<file path="config.mk">
export PLATFORM = sky130hd
export DESIGN_NAME = array_table_insert_delete_search
export DESIGN_NICKNAME = d
export VERILOG_FILES = /design/src/hw/rtl/atids_pkg.sv /design/src/hw/rtl/atids_mem.sv /design/src/hw/rtl/array_table_insert_delete_search.sv
export SDC_FILE = /design/constraint.sdc
export NUM_CORES = 1
export LEC_CHECK = 0
export BUFFER_PORTS_ARGS = -buffer_cell sky130_fd_sc_hd__buf_2
export CAP_MARGIN = 20
export CORE_MARGIN = 4
export CORE_UTILIZATION = 30
export CTS_BUF_LIST = sky130_fd_sc_hd__clkbuf_4 sky130_fd_sc_hd__clkbuf_8 sky130_fd_sc_hd__clkbuf_16
export DETAILED_ROUTE_END_ITERATION = 16
export PLACE_DENSITY = 0.44
export SLEW_MARGIN = 0
export SYNTH_ARGS = -nofsm -noshare
export SYNTH_HDL_FRONTEND = slang
export SYNTH_HIERARCHICAL = 1
export SYNTH_SLANG_ARGS = --single-unit
</file>
<file path="constraint.sdc">
create_clock -name clk -period 5.6 [get_ports clk]
set_input_delay 0.28 -clock clk [delete_from_list [all_inputs] [get_ports clk]]
set_output_delay 0.28 -clock clk [all_outputs]
set_load 0.01 [all_outputs]
</file>
<file path="src/hw/rtl/atids_pkg.sv">
// Shared types and codes for the array table with insert, delete and search.
package atids_pkg;

	localparam int WORD_W = 32;
	localparam int CNT_W  = 6;
	localparam int POS_W  = 5;

	localparam logic [2:0] CMD_SEARCH = 3'd0;
	localparam logic [2:0] CMD_APPEND = 3'd1;
	localparam logic [2:0] CMD_INSERT = 3'd2;
	localparam logic [2:0] CMD_DELETE = 3'd3;
	localparam logic [2:0] CMD_READ   = 3'd4;

	localparam logic [1:0] ST_OK       = 2'd0;
	localparam logic [1:0] ST_FULL     = 2'd1;
	localparam logic [1:0] ST_RANGE    = 2'd2;
	localparam logic [1:0] ST_NOTFOUND = 2'd3;

	typedef struct packed {
		logic [2:0]               command;
		logic signed [WORD_W-1:0] value;
		logic [POS_W-1:0]         position;
	} req_t;

	typedef struct packed {
		logic [1:0]               status;
		logic [POS_W-1:0]         found_index;
		logic signed [WORD_W-1:0] read_value;
		logic [CNT_W-1:0]         fill_count;
	} rsp_t;

endpackage

</file>
<file path="src/hw/rtl/atids_mem.sv">
// Entry store: one write port and one registered read port.
module atids_mem import atids_pkg::*; #(
	parameter int DEPTH = 32,
	parameter int AW    = $clog2(DEPTH)
) (
	input  logic              clk,
	input  logic              we,
	input  logic [AW-1:0]     waddr,
	input  logic [WORD_W-1:0] wdata,
	input  logic              re,
	input  logic [AW-1:0]     raddr,
	output logic [WORD_W-1:0] rdata
);

	logic [WORD_W-1:0] mem [DEPTH];
	logic [WORD_W-1:0] rdata_s1;

	always_ff @(posedge clk) begin
		if (we) begin
			mem[waddr] <= wdata;
		end
		if (re) begin
			rdata_s1 <= mem[raddr];
		end
	end

	assign rdata = rdata_s1;

endmodule

</file>
<file path="src/hw/rtl/array_table_insert_delete_search.sv">
// Array table top level: packed table of signed words with search, append, insert, delete, read.
// One command is worked at a time and req_ready is high only while the sequencer is idle.
// Append, rejected commands and unused codes finish on acceptance; their result goes from the
// result registers to the output register. Search, insert, delete and read walk the entry
// store through its single registered read port, one entry per cycle. Search stops at the
// first match from index 0; insert moves entries up one place from the end down to the
// position, delete moves them down one place from after it. A finished result waits in an
// output register, and a new item is accepted while it waits.
// The capacity register is taken on any cycle (cfg_ready is always high); its effective
// value is limited to DEPTH, and lowering it below the fill count keeps the stored entries.
module array_table_insert_delete_search import atids_pkg::*; #(
	parameter int DEPTH = 32
) (
	input  logic             clk,
	input  logic             arst_n,
	input  logic             req_valid,
	output logic             req_ready,
	input  req_t             req_item,
	output logic             rsp_valid,
	input  logic             rsp_ready,
	output rsp_t             rsp_item,
	input  logic             cfg_valid,
	output logic             cfg_ready,
	input  logic [CNT_W-1:0] cfg_data
);

	localparam int AW = $clog2(DEPTH);

	typedef enum logic [1:0] {S_IDLE, S_WALK, S_DONE} state_t;

	state_t                   state_q;
	logic [CNT_W-1:0]         cap_q;
	logic [CNT_W-1:0]         count_q;
	logic [CNT_W-1:0]         ptr_q;
	logic [CNT_W-1:0]         rem_q;
	logic [CNT_W-1:0]         lag_q;
	logic                     rv_s1;
	logic [2:0]               cmd_q;
	logic signed [WORD_W-1:0] key_q;
	logic [CNT_W-1:0]         pos_q;
	logic [1:0]               res_status_q;
	logic [POS_W-1:0]         res_found_q;
	logic [WORD_W-1:0]        res_rd_q;
	logic                     rsp_valid_q;
	rsp_t                     rsp_q;

	logic              accept_c;
	logic [CNT_W-1:0]  pos_c;
	logic [CNT_W-1:0]  eff_cap_c;
	logic              we_c;
	logic [CNT_W-1:0]  wa_c;
	logic [WORD_W-1:0] wd_c;
	logic              re_c;
	logic [WORD_W-1:0] rdata;
	logic              fin_c;
	logic [1:0]        fst_c;
	logic [POS_W-1:0]  ffound_c;
	logic [WORD_W-1:0] frd_c;
	logic              cnt_inc_c;
	logic              cnt_dec_c;
	logic              go_walk_c;
	logic [CNT_W-1:0]  init_ptr_c;
	logic [CNT_W-1:0]  init_rem_c;
	logic              load_c;

	assign req_ready = (state_q == S_IDLE);
	assign cfg_ready = 1'b1;
	assign rsp_valid = rsp_valid_q;
	assign rsp_item  = rsp_q;
	assign accept_c  = req_valid && req_ready;
	assign pos_c     = {1'b0, req_item.position};
	assign eff_cap_c = (int'(cap_q) > DEPTH) ? CNT_W'(DEPTH) : cap_q;
	assign re_c      = (state_q == S_WALK) && (rem_q != '0);
	assign load_c    = (state_q == S_DONE) && (!rsp_valid_q || rsp_ready);

	atids_mem #(
		.DEPTH (DEPTH)
	) u_mem (
		.clk   (clk),
		.we    (we_c),
		.waddr (AW'(wa_c)),
		.wdata (wd_c),
		.re    (re_c),
		.raddr (AW'(ptr_q)),
		.rdata (rdata)
	);

	always_comb begin
		we_c       = 1'b0;
		wa_c       = '0;
		wd_c       = '0;
		fin_c      = 1'b0;
		fst_c      = ST_OK;
		ffound_c   = '0;
		frd_c      = '0;
		cnt_inc_c  = 1'b0;
		cnt_dec_c  = 1'b0;
		go_walk_c  = 1'b0;
		init_ptr_c = '0;
		init_rem_c = '0;
		if (state_q == S_IDLE && accept_c) begin
			case (req_item.command)
				CMD_SEARCH: begin
					if (count_q == '0) begin
						fin_c = 1'b1;
						fst_c = ST_NOTFOUND;
					end else begin
						go_walk_c  = 1'b1;
						init_rem_c = count_q;
					end
				end
				CMD_APPEND: begin
					if (count_q >= eff_cap_c) begin
						fin_c = 1'b1;
						fst_c = ST_FULL;
					end else begin
						we_c      = 1'b1;
						wa_c      = count_q;
						wd_c      = req_item.value;
						cnt_inc_c = 1'b1;
						fin_c     = 1'b1;
					end
				end
				CMD_INSERT: begin
					if (pos_c > count_q) begin
						fin_c = 1'b1;
						fst_c = ST_RANGE;
					end else if (count_q >= eff_cap_c) begin
						fin_c = 1'b1;
						fst_c = ST_FULL;
					end else begin
						go_walk_c  = 1'b1;
						init_ptr_c = count_q - CNT_W'(1);
						init_rem_c = count_q - pos_c;
					end
				end
				CMD_DELETE: begin
					if (pos_c >= count_q) begin
						fin_c = 1'b1;
						fst_c = ST_RANGE;
					end else begin
						go_walk_c  = 1'b1;
						init_ptr_c = pos_c + CNT_W'(1);
						init_rem_c = count_q - pos_c - CNT_W'(1);
					end
				end
				CMD_READ: begin
					if (pos_c >= count_q) begin
						fin_c = 1'b1;
						fst_c = ST_RANGE;
					end else begin
						go_walk_c  = 1'b1;
						init_ptr_c = pos_c;
						init_rem_c = CNT_W'(1);
					end
				end
				default: begin
					fin_c = 1'b1;
				end
			endcase
		end else if (state_q == S_WALK) begin
			case (cmd_q)
				CMD_SEARCH: begin
					if (rv_s1 && (rdata == key_q)) begin
						fin_c    = 1'b1;
						ffound_c = lag_q[POS_W-1:0];
					end else if (rv_s1 && (rem_q == '0)) begin
						fin_c = 1'b1;
						fst_c = ST_NOTFOUND;
					end
				end
				CMD_INSERT: begin
					if (rv_s1) begin
						we_c = 1'b1;
						wa_c = lag_q + CNT_W'(1);
						wd_c = rdata;
					end else if (rem_q == '0) begin
						we_c      = 1'b1;
						wa_c      = pos_q;
						wd_c      = key_q;
						cnt_inc_c = 1'b1;
						fin_c     = 1'b1;
					end
				end
				CMD_DELETE: begin
					if (rv_s1) begin
						we_c = 1'b1;
						wa_c = lag_q - CNT_W'(1);
						wd_c = rdata;
					end else if (rem_q == '0) begin
						cnt_dec_c = 1'b1;
						fin_c     = 1'b1;
					end
				end
				CMD_READ: begin
					if (rv_s1) begin
						fin_c = 1'b1;
						frd_c = rdata;
					end
				end
				default: begin
					fin_c = 1'b1;
				end
			endcase
		end
	end

	always_ff @(posedge clk or negedge arst_n) begin
		if (!arst_n) begin
			state_q      <= S_IDLE;
			cap_q        <= CNT_W'(32);
			count_q      <= '0;
			ptr_q        <= '0;
			rem_q        <= '0;
			lag_q        <= '0;
			rv_s1        <= 1'b0;
			cmd_q        <= CMD_SEARCH;
			key_q        <= '0;
			pos_q        <= '0;
			res_status_q <= ST_OK;
			res_found_q  <= '0;
			res_rd_q     <= '0;
			rsp_q        <= '0;
			rsp_valid_q  <= 1'b0;
		end else begin
			if (cfg_valid && cfg_ready) begin
				cap_q <= cfg_data;
			end
			rv_s1 <= re_c;
			if (re_c) begin
				lag_q <= ptr_q;
				rem_q <= rem_q - CNT_W'(1);
				ptr_q <= (cmd_q == CMD_INSERT) ? ptr_q - CNT_W'(1) : ptr_q + CNT_W'(1);
			end
			if (cnt_inc_c) begin
				count_q <= count_q + CNT_W'(1);
			end else if (cnt_dec_c) begin
				count_q <= count_q - CNT_W'(1);
			end
			if (accept_c) begin
				cmd_q <= req_item.command;
				key_q <= req_item.value;
				pos_q <= pos_c;
			end
			if (go_walk_c) begin
				ptr_q   <= init_ptr_c;
				rem_q   <= init_rem_c;
				state_q <= S_WALK;
			end
			if (fin_c) begin
				res_status_q <= fst_c;
				res_found_q  <= ffound_c;
				res_rd_q     <= frd_c;
				rem_q        <= '0;
				state_q      <= S_DONE;
			end
			if (load_c) begin
				rsp_q.status      <= res_status_q;
				rsp_q.found_index <= res_found_q;
				rsp_q.read_value  <= res_rd_q;
				rsp_q.fill_count  <= count_q;
				rsp_valid_q       <= 1'b1;
				state_q           <= S_IDLE;
			end else if (rsp_ready) begin
				rsp_valid_q <= 1'b0;
			end
		end
	end

	a_accept_leaves_idle: assert property (@(posedge clk) disable iff (!arst_n)
		(req_valid && req_ready) |=> (state_q != S_IDLE))
		else $error("accepted item did not start the sequencer");

	a_walk_only: assert property (@(posedge clk) disable iff (!arst_n)
		(rem_q != '0) |-> (state_q == S_WALK))
		else $error("reads pending outside the walk");

	a_count_step: assert property (@(posedge clk) disable iff (!arst_n)
		1'b1 |=> (count_q == $past(count_q) || count_q == $past(count_q) + CNT_W'(1)
			|| count_q == $past(count_q) - CNT_W'(1)))
		else $error("fill count moved by more than one");

	a_count_bound: assert property (@(posedge clk) disable iff (!arst_n)
		int'(count_q) <= DEPTH)
		else $error("fill count above table depth");

endmodule

</file>
==> out/qor.csv <==
metric,value,unit
worstPathArrival,4.82,ns
synth_ff_type,edfxtp_1,
peakVddDrop,358,µV
start_util,0.303,
coreArea,163000,µm²
avgSynthCellArea,15.7,µm²
cp_cell_sequence,inv_1 > ha_1 > nor2b_1 > o21ai_0 > a21o_1 > o22ai_1 > nand3b_1 > buf_4 > nor2_4 > buf_4,
place_inst,5350,
overflow,0,
startpoint,count_q[0],
clock.fmax,0.227,GHz
ys_types,68,
grt_pass1_wl,202,mm
synth_most_common_cell,edfxtp_1,
synth-edff-count,1056,
startpoint_type,flip-flop,
final_area,58300,µm²
antenna_found_initial,3,
clk_latency,0.77,ns
wl,140,mm
slowest_delay,0.79,ns
tns,0,ns
die_area,171000,µm²
p_per_area,471,nW/µm²
slowest_stage,nand3b_1,
cp.buffers_inverters,3,
end_kind,flip-flop,
ant_nets,0,
yosys.area.top_type,edfxtp_1,
place_area,53300,µm²
post_cts_buffers,0,
path_clk_slew,0.06,ns
crit_type,reg -> reg,
synth_area_leaders,"edfxtp_1 64%, mux2i_1 10%, dfrtp_1 7.9%, a22oi_1 2.0%, nand2_1 1.9%",
max_slew.worst_pin.slew,1.12,ns
grt_pass1_vias,28100,
drt-initial-drc-count,2337,
drive_above_1_share,0.160,
synth_top_area_share,0.642,
slew_headroom,0.251,
slew_viol_final,0,
min_period,4.41,ns
drt-pass1-iter-count,5,
skew,0.0347,ns
post-route-util,0.357,
seq_area_frac_synth,0.722,
drc,0,
port_buffers,97,
p_leak,20.9,nW
synth_area,49400,µm²
hold_viol,0,
htreeDepth,4,
clock_path_buffers,3,
fin_cells,5653,
die_w,414,µm
post_drt_wl_per_cell,24.8,µm
synth-seq-cells,1212,
outcome,"complete, no violations",
gp_congestion,0.797,
finalSetupViolCount,0,
synth_nets,3220,
rsz0062_at_grt,false,
die_h,414,µm
cpMostUsedCell,buf_4,
cts_root_buffer,clkbuf_16,
synthToLayoutAreaGrowth,18.1,%
avgViaCountPerCell,4.97,
fin_crit_sh,0.788,
r2r-start,count_q[0],
ios,99,
synthArstFlopShare,0.129,
cts_tree,built,
rows,148,
critPathRequiredTime,6.01,ns
yosysWarnings,6,
crit_family,simple AND/OR/NAND/NOR gates,
max_cap_violations,0,
crit_path_max_fanout,21,
numCtsBuffers,137,
hold_class,in -> async,
numClockSinks,1212,
netlist_top_cells_count,"1056 x edfxtp_1, 514 x mux2i_1, 256 x nand2_1",
hpwl,88.9,mm
nets,3449,
grt_max_degree,99,
synth_cells,3145,
num_vias,28100,
grt_usage,0.162,
-- cell families after synthesis --
family                   count (synthesis)  share of synthesized area
AO/OA/AOI/OAI                          502                     0.0699
XOR/XNOR                                50                    0.00887
adder cells (fa/ha/maj)                 24                    0.00639
buffers and inverters                  197                     0.0213
flip-flops                            1212                      0.722
multiplexers                           561                      0.115
other                                    1                  0.0000760
AND/OR/NAND/NOR                        598                     0.0568
-- state kept, by name (all words and copies together) (netlist names) --
signal and flops:
rem_q 6, key_q 32, lag_q 5, res_status_q 2
rsp_valid 1, ptr_q 5, rsp_item 45, count_q 6
cap_q 6, pos_q 5, u_mem/mem 1024, res_found_q 5
u_mem/rdata 32, state_q 2, res_rd_q 32, rv_s1 1
cmd_q 3
-- layout make-up --
class	instances	area [µm²]
timing repair buffer	266	2260
fill	15500	105000
antenna	3	7.51
clock buffer	174	3810
clock inverter	66	465
multi-input combinational	1736	13300
sequential	1212	35600
inverter	21	78.8
tap	2175	2720
-- power breakdown --
group | internal [mW] | switching, mW
Sequential | 10.3 | 0.509
Clock | 4.99 | 3.57
Combinational | 2.80 | 5.29
Total | 18.1 | 9.38
-- stage by stage --
step                worst slack, ns  total power [mW]  hold WS [ns]
finish                         1.19              27.5         0.182
CTS                            1.18              27.8         0.203
detailed placement             1.22              19.1         0.473
floorplan                      1.45              16.0       -0.0156
global route                  0.982              28.7         0.244
global placement               1.27              19.1         0.464
-- worst register-to-register path, stage by stage, from the launching register on --
cell      delay, ns
dfrtp_1        0.45
inv_1          0.22
ha_1           0.34
nor2b_1        0.05
o21ai_0        0.29
a21o_1         0.33
o22ai_1        0.33
nand3b_1       0.79
buf_4          0.44
nor2_4         0.38
buf_4          0.42
-- final timing paths --
| path | to | slack (ns) | cells past startpoint |
|---|---|---|---|
| max | u_mem/mem[14][23] | 1.19 | 10 |
| min | cap_q[2] | 0.18 | 2 |
| max reg2reg | u_mem/mem[14][23] | 1.19 | 10 |
| min reg2reg | rsp_item[5] | 0.48 | 2 |
| max in group asynchronous | key_q[18] | 4.00 | 3 |
| min in group clk | pos_q[0] | 0.30 | 5 |
-- layout by cell type, fill, tap and decap left out, types with 9 or more instances in the layout --
cell type / count
nor2_4: 33
dfrtp_1: 154
a31oi_1: 35
nand3_1: 119
nor2_1: 28
nand4_1: 14
xnor2_1: 22
a21oi_1: 120
buf_2: 96
ha_1: 22
mux2i_1: 514
o21ai_0: 23
nor3_1: 47
nor4_1: 12
clkbuf_4: 29
o21ai_4: 28
nor2b_1: 21
clkbuf_16: 142
nand3b_1: 9
a22oi_1: 130
nand2_1: 254
inv_1: 20
xor2_1: 28
o22ai_1: 14
clkinv_1: 28
edfxtp_1: 1056
clkinv_2: 21
mux2_2: 47
a22o_1: 105
nand2b_1: 17
buf_12: 26
dlygate4sd3_1: 55
and3_1: 9
buf_4: 86
-- per-layer routing --
| layer | up-vias | part of all wire | track usage |
|---|---|---|---|
| met5 | - | 0 | 0 |
| met4 | 0 | 0.016 | 0.0348 |
| met3 | 166 | 0.049 | 0.0265 |
| met2 | 665 | 0.45 | 0.251 |
| met1 | 14600 | 0.48 | 0.238 |
| li1 | 12700 | - | - |
-- what timing repair did --
action,in CTS,in global routing
hold buffers,55,0
resized for setup,0,0
hold endpoints to repair,147,0
No activity file was read; power rests on OpenSTA's default activity.
